<file path="config.mk">
export PLATFORM = sky130hd
export DESIGN_NAME = area_connectivity_reachability
export DESIGN_NICKNAME = d
export VERILOG_FILES = /design/src/rtl/acr_pkg.sv /design/src/rtl/acr_ram.sv /design/src/rtl/area_connectivity_reachability.sv
export SDC_FILE = /design/constraint.sdc
export NUM_CORES = 1
export LEC_CHECK = 0
export BUFFER_PORTS_ARGS = -buffer_cell sky130_fd_sc_hd__buf_2
export CAP_MARGIN = 20
export CORE_MARGIN = 2
export CORE_UTILIZATION = 47
export DETAILED_ROUTE_END_ITERATION = 8
export GPL_TIMING_DRIVEN = 1
export PLACE_DENSITY_LB_ADDON = 0.2
export SYNTH_ARGS = -nofsm -noshare
export SYNTH_HDL_FRONTEND = slang
export SYNTH_SLANG_ARGS = --single-unit
</file>
<file path="constraint.sdc">
create_clock -name i_clk -period 10.3 [get_ports i_clk]
set_clock_uncertainty 0.2 [all_clocks]
set_input_delay 1.03 -clock i_clk [delete_from_list [all_inputs] [get_ports i_clk]]
set_output_delay 1.03 -clock i_clk [all_outputs]
set_load 0.02 [all_outputs]
</file>
<file path="src/rtl/acr_pkg.sv">
// Shared constants and codes for the area connectivity reachability block.
package acr_pkg;

    localparam int MAX_EDGES = 64;
    localparam int NUM_AREAS = 64;

    localparam int AREA_W = 6;
    localparam int EDGE_W = 2 * AREA_W;
    localparam int MASK_W = 64;
    localparam int TOTAL_W = 7;
    localparam int ADDR_W = $clog2(MAX_EDGES);
    localparam int CNT_W = $clog2(MAX_EDGES + 1);

    localparam logic [1:0] OP_ADD = 2'd0;
    localparam logic [1:0] OP_REMOVE = 2'd1;
    localparam logic [1:0] OP_QUERY = 2'd2;

    localparam logic [1:0] ST_OK = 2'd0;
    localparam logic [1:0] ST_FULL = 2'd1;
    localparam logic [1:0] ST_NO_MATCH = 2'd2;

endpackage

</file>
<file path="src/rtl/acr_ram.sv">
// Generic single-write, single-read RAM with registered read data.
module acr_ram #(
    parameter int WIDTH = 8,
    parameter int DEPTH = 16
) (
    input  logic                     i_clk,
    input  logic                     i_wr_en,
    input  logic [$clog2(DEPTH)-1:0] i_wr_addr,
    input  logic [WIDTH-1:0]         i_wr_data,
    input  logic [$clog2(DEPTH)-1:0] i_rd_addr,
    output logic [WIDTH-1:0]         o_rd_data
);

    logic [WIDTH-1:0] r_mem [DEPTH];
    logic [WIDTH-1:0] r_rd_data;

    always_ff @(posedge i_clk) begin
        if (i_wr_en) begin
            r_mem[i_wr_addr] <= i_wr_data;
        end
        r_rd_data <= r_mem[i_rd_addr];
    end

    assign o_rd_data = r_rd_data;

endmodule

</file>
<file path="src/rtl/area_connectivity_reachability.sv">
// Top level: edge table upkeep and reachability closure over stored area edges.
//
// Input channel (i_in_valid / o_in_stall) carries one command transaction:
// opcode (add, remove, query), an edge area_a -> area_b and the root area.
// Output channel (o_out_valid / i_out_stall) returns one transaction per
// command: the mask of areas connected to the root, the edge count and a status.
// Edges live in a RAM of MAX_EDGES entries; one read port feeds a single
// compare/merge step under a small sequencer, one stored edge per cycle.
// A remove scans the stored entries in order until one matches. Each closure
// pass scans every stored edge; passes repeat until the mask stops growing,
// at most NUM_AREAS of them.
// The block takes one command at a time: o_in_stall is high from acceptance
// until the result is loaded into the output register. A result waiting there
// does not block the next command; a new result waits while i_out_stall holds.
// Reset (synchronous, active low) empties the table and clears the output.
module area_connectivity_reachability
    import acr_pkg::*;
(
    input  logic                i_clk,
    input  logic                i_rst_n,
    input  logic                i_in_valid,
    output logic                o_in_stall,
    input  logic [1:0]          i_opcode,
    input  logic [AREA_W-1:0]   i_area_a,
    input  logic [AREA_W-1:0]   i_area_b,
    input  logic [AREA_W-1:0]   i_root_area,
    output logic                o_out_valid,
    input  logic                i_out_stall,
    output logic [MASK_W-1:0]   o_reach_mask,
    output logic [TOTAL_W-1:0]  o_edge_total,
    output logic [1:0]          o_status
);

    typedef enum logic [3:0] {
        S_IDLE,
        S_ADD,
        S_RM_RD,
        S_RM_CHK,
        S_RM_MVRD,
        S_RM_MV,
        S_CL_INIT,
        S_CL_SCAN,
        S_DONE
    } t_state;

    t_state r_state, n_state;

    logic [AREA_W-1:0]  r_a, n_a;
    logic [AREA_W-1:0]  r_b, n_b;
    logic [AREA_W-1:0]  r_root, n_root;
    logic [CNT_W-1:0]   r_count, n_count;
    logic [CNT_W-1:0]   r_k, n_k;
    logic [1:0]         r_status, n_status;
    logic [MASK_W-1:0]  r_mask, n_mask;
    logic               r_vld, n_vld;
    logic               r_grew, n_grew;
    logic               r_out_valid, n_out_valid;
    logic [MASK_W-1:0]  r_out_mask, n_out_mask;
    logic [TOTAL_W-1:0] r_out_total, n_out_total;
    logic [1:0]         r_out_status, n_out_status;

    logic               wr_en;
    logic [ADDR_W-1:0]  wr_addr;
    logic [EDGE_W-1:0]  wr_data;
    logic [ADDR_W-1:0]  rd_addr;
    logic [EDGE_W-1:0]  rd_data;

    logic [AREA_W-1:0]  edge_a;
    logic [AREA_W-1:0]  edge_b;
    logic [CNT_W-1:0]   count_m1;
    logic               issue;
    logic               in_acc;

    acr_ram #(
        .WIDTH (EDGE_W),
        .DEPTH (MAX_EDGES)
    ) u_edge_ram (
        .i_clk     (i_clk),
        .i_wr_en   (wr_en),
        .i_wr_addr (wr_addr),
        .i_wr_data (wr_data),
        .i_rd_addr (rd_addr),
        .o_rd_data (rd_data)
    );

    assign edge_a   = rd_data[EDGE_W-1:AREA_W];
    assign edge_b   = rd_data[AREA_W-1:0];
    assign count_m1 = r_count - 1'b1;
    assign issue    = (r_k < r_count);
    assign in_acc   = i_in_valid && !o_in_stall;

    always_comb begin
        n_state      = r_state;
        n_a          = r_a;
        n_b          = r_b;
        n_root       = r_root;
        n_count      = r_count;
        n_k          = r_k;
        n_status     = r_status;
        n_mask       = r_mask;
        n_vld        = 1'b0;
        n_grew       = r_grew;
        n_out_valid  = r_out_valid && i_out_stall;
        n_out_mask   = r_out_mask;
        n_out_total  = r_out_total;
        n_out_status = r_out_status;
        wr_en        = 1'b0;
        wr_addr      = r_count[ADDR_W-1:0];
        wr_data      = {r_a, r_b};
        rd_addr      = r_k[ADDR_W-1:0];

        unique case (r_state)
            S_IDLE: begin
                if (in_acc) begin
                    n_a      = i_area_a;
                    n_b      = i_area_b;
                    n_root   = i_root_area;
                    n_status = ST_OK;
                    n_k      = '0;
                    priority if (i_opcode == OP_ADD) begin
                        n_state = S_ADD;
                    end else if (i_opcode == OP_REMOVE) begin
                        if (r_count == '0) begin
                            n_status = ST_NO_MATCH;
                            n_state  = S_CL_INIT;
                        end else begin
                            n_state = S_RM_RD;
                        end
                    end else begin
                        n_state = S_CL_INIT;
                    end
                end
            end
            S_ADD: begin
                if (r_count >= CNT_W'(MAX_EDGES)) begin
                    n_status = ST_FULL;
                end else begin
                    wr_en   = 1'b1;
                    n_count = r_count + 1'b1;
                end
                n_state = S_CL_INIT;
            end
            S_RM_RD: begin
                n_state = S_RM_CHK;
            end
            S_RM_CHK: begin
                if (edge_a == r_a && edge_b == r_b) begin
                    n_state = S_RM_MVRD;
                end else if (r_k + 1'b1 == r_count) begin
                    n_status = ST_NO_MATCH;
                    n_state  = S_CL_INIT;
                end else begin
                    n_k     = r_k + 1'b1;
                    n_state = S_RM_RD;
                end
            end
            S_RM_MVRD: begin
                rd_addr = count_m1[ADDR_W-1:0];
                n_state = S_RM_MV;
            end
            S_RM_MV: begin
                // last entry moves into the freed slot
                wr_en   = 1'b1;
                wr_addr = r_k[ADDR_W-1:0];
                wr_data = rd_data;
                n_count = count_m1;
                n_state = S_CL_INIT;
            end
            S_CL_INIT: begin
                n_k    = '0;
                n_grew = 1'b0;
                n_mask = '0;
                if ({1'b0, r_root} < (AREA_W + 1)'(NUM_AREAS)) begin
                    n_mask[r_root] = 1'b1;
                    n_state = (r_count == '0) ? S_DONE : S_CL_SCAN;
                end else begin
                    n_state = S_DONE;
                end
            end
            S_CL_SCAN: begin
                if (issue) begin
                    n_vld = 1'b1;
                    n_k   = r_k + 1'b1;
                end
                if (r_vld) begin
                    if ({1'b0, edge_a} < (AREA_W + 1)'(NUM_AREAS) &&
                        {1'b0, edge_b} < (AREA_W + 1)'(NUM_AREAS) &&
                        (r_mask[edge_a] || r_mask[edge_b]) &&
                        !(r_mask[edge_a] && r_mask[edge_b])) begin
                        n_mask[edge_a] = 1'b1;
                        n_mask[edge_b] = 1'b1;
                        n_grew = 1'b1;
                    end
                end else if (!issue) begin
                    if (r_grew) begin
                        n_k    = '0;
                        n_grew = 1'b0;
                    end else begin
                        n_state = S_DONE;
                    end
                end
            end
            S_DONE: begin
                if (!r_out_valid || !i_out_stall) begin
                    n_out_valid  = 1'b1;
                    n_out_mask   = r_mask;
                    n_out_total  = TOTAL_W'(r_count);
                    n_out_status = r_status;
                    n_state      = S_IDLE;
                end
            end
            default: begin
                n_state = S_IDLE;
            end
        endcase
    end

    always_ff @(posedge i_clk) begin
        if (!i_rst_n) begin
            r_state     <= S_IDLE;
            r_count     <= '0;
            r_vld       <= 1'b0;
            r_grew      <= 1'b0;
            r_out_valid <= 1'b0;
            r_out_mask  <= '0;
            r_out_total <= '0;
            r_out_status <= ST_OK;
        end else begin
            r_state      <= n_state;
            r_count      <= n_count;
            r_vld        <= n_vld;
            r_grew       <= n_grew;
            r_out_valid  <= n_out_valid;
            r_out_mask   <= n_out_mask;
            r_out_total  <= n_out_total;
            r_out_status <= n_out_status;
        end
        r_a      <= n_a;
        r_b      <= n_b;
        r_root   <= n_root;
        r_k      <= n_k;
        r_status <= n_status;
        r_mask   <= n_mask;
    end

    assign o_in_stall   = (r_state != S_IDLE);
    assign o_out_valid  = r_out_valid;
    assign o_reach_mask = r_out_mask;
    assign o_edge_total = r_out_total;
    assign o_status     = r_out_status;

    a_count_bound: assert property (@(posedge i_clk) disable iff (!i_rst_n)
        r_count <= CNT_W'(MAX_EDGES))
        else $error("edge count above table size");

    a_count_step: assert property (@(posedge i_clk) disable iff (!i_rst_n)
        $past(i_rst_n) |-> (r_count == $past(r_count) ||
                            r_count == $past(r_count) + 1'b1 ||
                            r_count == $past(r_count) - 1'b1))
        else $error("edge count moved by more than one");

    a_busy_after_accept: assert property (@(posedge i_clk) disable iff (!i_rst_n)
        in_acc |=> o_in_stall)
        else $error("second transaction taken while busy");

    a_full_total: assert property (@(posedge i_clk) disable iff (!i_rst_n)
        (o_out_valid && o_status == ST_FULL) |-> o_edge_total == TOTAL_W'(MAX_EDGES))
        else $error("full status with table not full");

endmodule

</file>
==> run_results.csv, run 1 <==
group,metric,value,unit
layout,fin_util,0.535,
synth,synth_area,0.0401,mm2
sta,max_freq,191,MHz
placement,hpwl,72.9,mm
routing,routedWlPerCell,25.9,um
worst_setup_path,crit_slowest_cell,"a211oi_1",
grt,first_global_vias,26400,
clocking,numClockSinks,958,
die,start_util,0.472,
clocking,path_clk_slew,0.06,ns
die,die_area,0.0876,mm2
sta,setup_viol,0,
die,num_rows,107,
placement,place_congestion,0.937,
routing,drtPass1Iterations,6,
sta,grt_setup_unrepaired,"no",
sta,slew_viol_final,0,
power_and_ir_drop,ir_worst_vdd,287,uV
layout,syn2layout_area_growth,13.4,%
die,dieWidth,296,um
routing,antenna_left,0,
synth,ys_seq_elements,958,
worst_setup_path,critPathLaunchType,"register",
synth,synth_fp_nets,3267,
clocking,hold_buffers,0,
run_status,outcome,"completed",
clocking,ctsResizeCount,0,
clocking,cts_made_buffers,98,
layout,drive_gt1_frac,0.129,
grt,grt_pass1_wl,174,mm
power_and_ir_drop,powerDensity,305,mW/mm2
worst_setup_path,cp.required,10.70,ns
sta,setup_tns,0,ns
synth,yosys_warnings,0,
worst_setup_path,crit_chain,"nor4b_4, buf_4, mux2i_4, buf_4, buf_4, nand2_1, a32oi_1, nand3_1, a211oi_1, and4_1",
worst_setup_path,crit_path_end_kind,"register",
clocking,cts_setup_buffers,0,
hold_path,hp-class,"register to register",
synth,syn_inst,3233,
routing,first_iter_violations,3306,
sta,final_hold_viol_count,0,
synth,synthFlopType,"edfxtp_1",
sta,worst_pin_slew,1.24,ns
worst_setup_path,cp_top_family,"buffers and inverters",
die,core,0.0849,mm2
grt,antenna_found_initial,4,
worst_setup_path,max_stage_delay,0.85,ns
sta,period_share,0.510,
clocking,clk_latency,0.67,ns
synth,yosys.cell_types.count,66,
placement,port_buffers,98,
clocking,cts_buffer_depth,3,
worst_setup_path,crit_path_max_fanout,80,
synth,synth_edf_count,859,
routing,vias,27700,
layout,nNetsFinal,3364,
clocking,ctsHtreeMaxLevel,3,
grt,grtUsageTotal,0.268,
grt,grt_max_degree,169,
power_and_ir_drop,power.leakage,15.3,nW
grt,grt_overflow_total,0,
die,die_height,296,um
sta,relSlewSlack,0.168,
synth,synthArstFlopShare,0,
die,ios,99,
worst_setup_path,path_class,"register to register",
clocking,cts_tree,"yes",
job,drv_cap,0,
worst_setup_path,crit_top_cell,"buf_4",
sta,layout_min_cycle_time,5.25,ns
routing,wl,118,mm
worst_setup_path,worstPathBufferInverterCount,3,
routing,drc_errors,0,
worst_setup_path,crit_arrival,5.65,ns
routing,vias_per_cell,6.09,
synth,synth-seq-area-share,0.693,
synth,avgSynthCellArea,12.4,um2
clocking,cts_root_buf,"clkbuf_16",
## power by group
group | internal (W) | total (W) | switching [W]
Sequential | 0.00469 | 0.00496 | 0.000263
Combinational | 0.00157 | 0.00538 | 0.00380
Clock | 0.00200 | 0.00350 | 0.00150
## stage by stage
step / cell area (um2) / hold WS [ns] / worst slack, ns / instances / total power [W]
floorplan: 40100 / 0.249 / 4.38 / 3233 / 0.00830
global placement: 41900 / 0.241 / 4.43 / 4340 / 0.0102
detailed placement: 42100 / 0.245 / 5.12 / 4362 / 0.0103
CTS: 45300 / 0.253 / 5.08 / 4542 / 0.0138
global route: 45400 / 0.269 / 4.84 / 4554 / 0.0144
finish: 45400 / 0.250 / 5.05 / 4556 / 0.0138
## logic make-up (layout without fill, tap and decap cells)
logic type | count (synthesis) | after routing | synth area share
AO/OA/AOI/OAI | 571 | 571 | 0.0906
AND/OR/NAND/NOR | 1311 | 1311 | 0.142
other | 0 | 2 | 0
buffers and inverters | 245 | 422 | 0.0247
adder cells (fa/ha/maj) | 10 | 10 | 0.00312
flip-flops | 958 | 958 | 0.693
multiplexers | 108 | 108 | 0.0391
XOR/XNOR | 30 | 30 | 0.00656
## worst min-delay path: cells and delay by family (launching register included)
kind,cells,cell delay [ns]
and+or+nand+nor,1,0.05
DFF,1,0.30
AOI/OAI and AO/OA,1,0.05
## final cells by class
class	count	area, um2
well taps	1144	1430
inverters	32	120
clock inverters	44	470
flip-flops and latches	958	27800
clock buffers	136	2710
multi-input cells	2030	11500
repair buffers	210	1450
fillers	7225	39400
diodes	2	5.00
## state kept, by name (all words and copies together), names as in the netlist
signal and cells:
r_grew 1, r_mask 64, r_vld 1, o_reach_mask 64, o_out_valid 1, o_status 2, r_b 6, r_state 4
r_root 6, r_status 2, u_edge_ram.o_rd_data 12, o_edge_total 7, r_a 6, r_count 7, r_k 7, u_edge_ram.r_mem 768
## synth_stat cells (5+ instances only)
cell type    n  share of area
a211oi_1    18         0.0034
a21oi_1    151          0.019
a221oi_1    15         0.0033
a22o_1       5         0.0011
a22oi_1     39         0.0073
a31oi_1     42         0.0066
a32oi_1     40         0.0087
and2_1       6        0.00094
and3_1      22         0.0034
and3b_1      7         0.0015
and4_1      11         0.0024
buf_1       19         0.0018
buf_2       36         0.0045
clkbuf_1   153          0.014
dfxtp_1     99          0.049
edfxtp_1   859           0.64
ha_1        10         0.0031
inv_1       32         0.0030
mux2_2       8         0.0022
mux2i_1     62          0.015
mux4_2      38          0.021
nand2_1    696          0.065
nand2b_1    10         0.0016
nand3_1    259          0.032
nand3b_1     8         0.0015
nand4_1      9         0.0014
nor2_1     201          0.019
nor2b_1     11         0.0017
nor3_1      30         0.0037
nor3b_1      7         0.0013
o211ai_1    15         0.0028
o21ai_0     87          0.011
o221ai_1    15         0.0033
o22ai_1    103          0.016
o31ai_1      9         0.0017
or3_1        7         0.0011
or4_1       12         0.0022
xnor2_1     28         0.0061
## per-layer routing
layer  track usage  vias to the layer above  wire (um)
li1              -                    12300          -
met1         0.373                    13800      48400
met2         0.422                     1393      55100
met3        0.0435                      273       9570
met4         0.106                        2       5010
met5             0                        -         13
## placed cells by master (no fill, tap or decap), drive strengths merged, types with 28 or more instances in the layout
cell,count
xnor2,28
nor3,31
edfxtp,859
buf,210
mux4,38
dfxtp,99
a31oi,42
clkinv,31
a22oi,39
a32oi,40
nand2,696
nor2,205
clkbuf,136
o22ai,103
o21ai,89
nand3,259
a21oi,152
mux2i,62
inv,36
## worst paths after layout
kind / to / slack (ns) / cells after the start / from
worst min register to register: o_reach_mask[54] / 0.25 / 2 / o_reach_mask[54]
worst min-delay path: o_reach_mask[54] / 0.25 / 2 / o_reach_mask[54]
worst max-delay path: u_edge_ram.o_rd_data[11] / 5.05 / 10 / r_state[2]
worst max register to register: u_edge_ram.o_rd_data[11] / 5.05 / 10 / r_state[2]
Power figures use the tool's default switching activity.
==> run 2, diff against run 1 <==
- clock period: 10.3 -> 4.8 ns (I/O delays scaled with it)
==> run 2 against run 1 <==
- sequential power grew 120%
- critical endpoint is now u_edge_ram.o_rd_data[8]
- clock-buffer cell count shrank 13
- cell count grew 1.2%
- combinational power grew 120%
- first-iteration DRC count shrank 8.2%
- global-route usage shrank 0.21 points
- critical path depth shrank 1
- die area is the same
- power grew 120%
- design area grew 1.4%
- non-clock buffer count grew 56
- setup slack lost 4.9 ns
==> run_results.csv, run 2 (synthesized netlist as in run 1, its figures left out) <==
group,metric,value,unit
hold_path,whs_path_depth,3,
clocking,cts_root_buf,"clkbuf_16",
sta,final_hold_viol_count,0,
layout,instances_no_fill,4612,
clocking,cts_tree,"yes",
sta,setup_viol,0,
sta,slew_viol_final,0,
grt,grt_overflow_total,0,
worst_setup_path,crit_path_max_fanout,90,
power_and_ir_drop,finalPower,0.0301,W
placement,port_buffers,98,
job,drv_cap,0,
sta,relSlewSlack,0.242,
routing,drc_errors,0,
layout,final_cell_mix,"edfxtp_1, nand2_1, nand3_1",
layout,antenna_cells,0,
worst_setup_path,cp.required,5.17,ns
routing,vias_per_cell,6.01,
die,ios,99,
worst_setup_path,r2r-end,"u_edge_ram.o_rd_data[8]",
placement,dp.cells,4407,
routing,top_layer,"met5",
run_status,outcome,"completed",
routing,routedWlPerCell,25.4,um
worst_setup_path,r2r-start,"r_state[0]",
worst_setup_path,path_class,"register to register",
sta,layout_min_cycle_time,4.66,ns
routing,antenna_left,0,
placement,preCtsSetupSlack,0.164,ns
grt,grt_pass1_wl,173,mm
die,dieWidth,296,um
routing,drtPass1Iterations,5,
clocking,ctsHtreeMaxLevel,3,
grt,antenna_found_initial,2,
worst_setup_path,critPathLaunchType,"register",
grt,grtUsageTotal,0.265,
routing,wl,117,mm
sta,period_share,0.970,
grt,first_global_vias,26500,
sta,worst_pin_slew,1.13,ns
sta,fin_ws,0.144,ns
die,start_util,0.472,
routing,wl_met3,8.20,mm
clocking,numClockSinks,958,
placement,hpwl,75.4,mm
placement,place_congestion,0.943,
die,die_height,296,um
die,core,0.0849,mm2
routing,vias,27700,
layout,syn2layout_area_growth,15.0,%
layout,largest-register,"u_edge_ram.r_mem",
clocking,path_clk_slew,0.06,ns
worst_setup_path,reg2reg_depth,9,
routing,first_iter_violations,3034,
power_and_ir_drop,powerDensity,653,mW/mm2
clocking,cts_buffer_depth,3,
worst_setup_path,crit_arrival,5.03,ns
worst_setup_path,r2r_slack,0.14,ns
hold_path,min_to,"r_status[1]",
power_and_ir_drop,power.leakage,15.6,nW
routing,wl_met1,48.3,mm
layout,final_common_cell,"edfxtp_1",
die,die_area,0.0876,mm2
routing,met2WireLength,56.2,mm
die,num_rows,107,
layout,largest_reg_flops,768,
hold_path,hp-class,"input pin to register",
clocking,clk_latency,0.67,ns
grt,grt_max_degree,127,
sta,setup_tns,0,ns
power_and_ir_drop,ir_worst_vdd,518,uV
clocking,cts_made_buffers,99,
layout,drive_gt1_frac,0.136,
layout,nNetsFinal,3421,
sta,max_freq,215,MHz
sta,grt_setup_unrepaired,"no",
hold_path,min_from,"i_opcode[1]",
worst_setup_path,crit_path_end_kind,"register",
-- run 2: what timing repair did --
action | 4_1_cts | 5_1_grt
hold buffers | 21 | 0
gates resized for setup | 0 | 0
buffers inserted | 0 | 0
endpoints found under the setup margin | 0 | 0
hold endpoints to repair | 22 | 0
-- run 2: area by class of cell --
class	count	area, um2
Tap cell	1144	1430
Inverter	32	120
Fill cell	7102	38800
Timing Repair Buffer	266	1990
Clock inverter	59	651
Multi-Input combinational cell	2030	11400
Clock buffer	123	2650
Sequential cell	958	27800
-- run 2: worst max path at each step --
| stage | start | endpoint |
|---|---|---|
| floorplan | r_state[0] | u_edge_ram.r_mem[0][1] |
| global placement | r_state[0] | u_edge_ram.o_rd_data[1] |
| detailed placement | r_state[2] | u_edge_ram.o_rd_data[1] |
| CTS | r_state[2] | u_edge_ram.o_rd_data[1] |
| global route | r_state[2] | u_edge_ram.o_rd_data[8] |
| finish | r_state[0] | u_edge_ram.o_rd_data[8] |
-- run 2: power by group --
group / total, W / internal, W / switching (W)
Combinational: 0.0116 / 0.00361 / 0.00796
Clock: 0.00777 / 0.00452 / 0.00324
Sequential: 0.0107 / 0.0101 / 0.000656
Total: 0.0301 / 0.0182 / 0.0119
-- run 2: per-stage QoR --
step,util,instance area (um2),hold WS (ns)
6_report,0.543,46100,0.0893
3_3_place_gp,0.501,42500,0.240
4_1_cts,0.542,46000,0.0639
2_1_floorplan,-,40100,0.249
5_1_grt,0.543,46100,0.101
3_5_place_dp,0.501,42500,0.244
-- run 2: metal layers --
| layer | track usage | up-vias |
|---|---|---|
| met5 | 0 | - |
| met2 | 0.432 | 1300 |
| met4 | 0.0965 | 4 |
| met3 | 0.0367 | 255 |
| li1 | - | 12400 |
| met1 | 0.366 | 13800 |
-- run 2: critical path: stages (launching register included) --
cell      delay, ns
dfxtp_1        0.49
nor4b_4        0.87
mux2i_4        0.71
buf_12         0.43
buf_12         0.34
nand2_1        0.09
a32oi_1        0.22
nand3_1        0.16
a211oi_1       0.60
and4_1         0.36
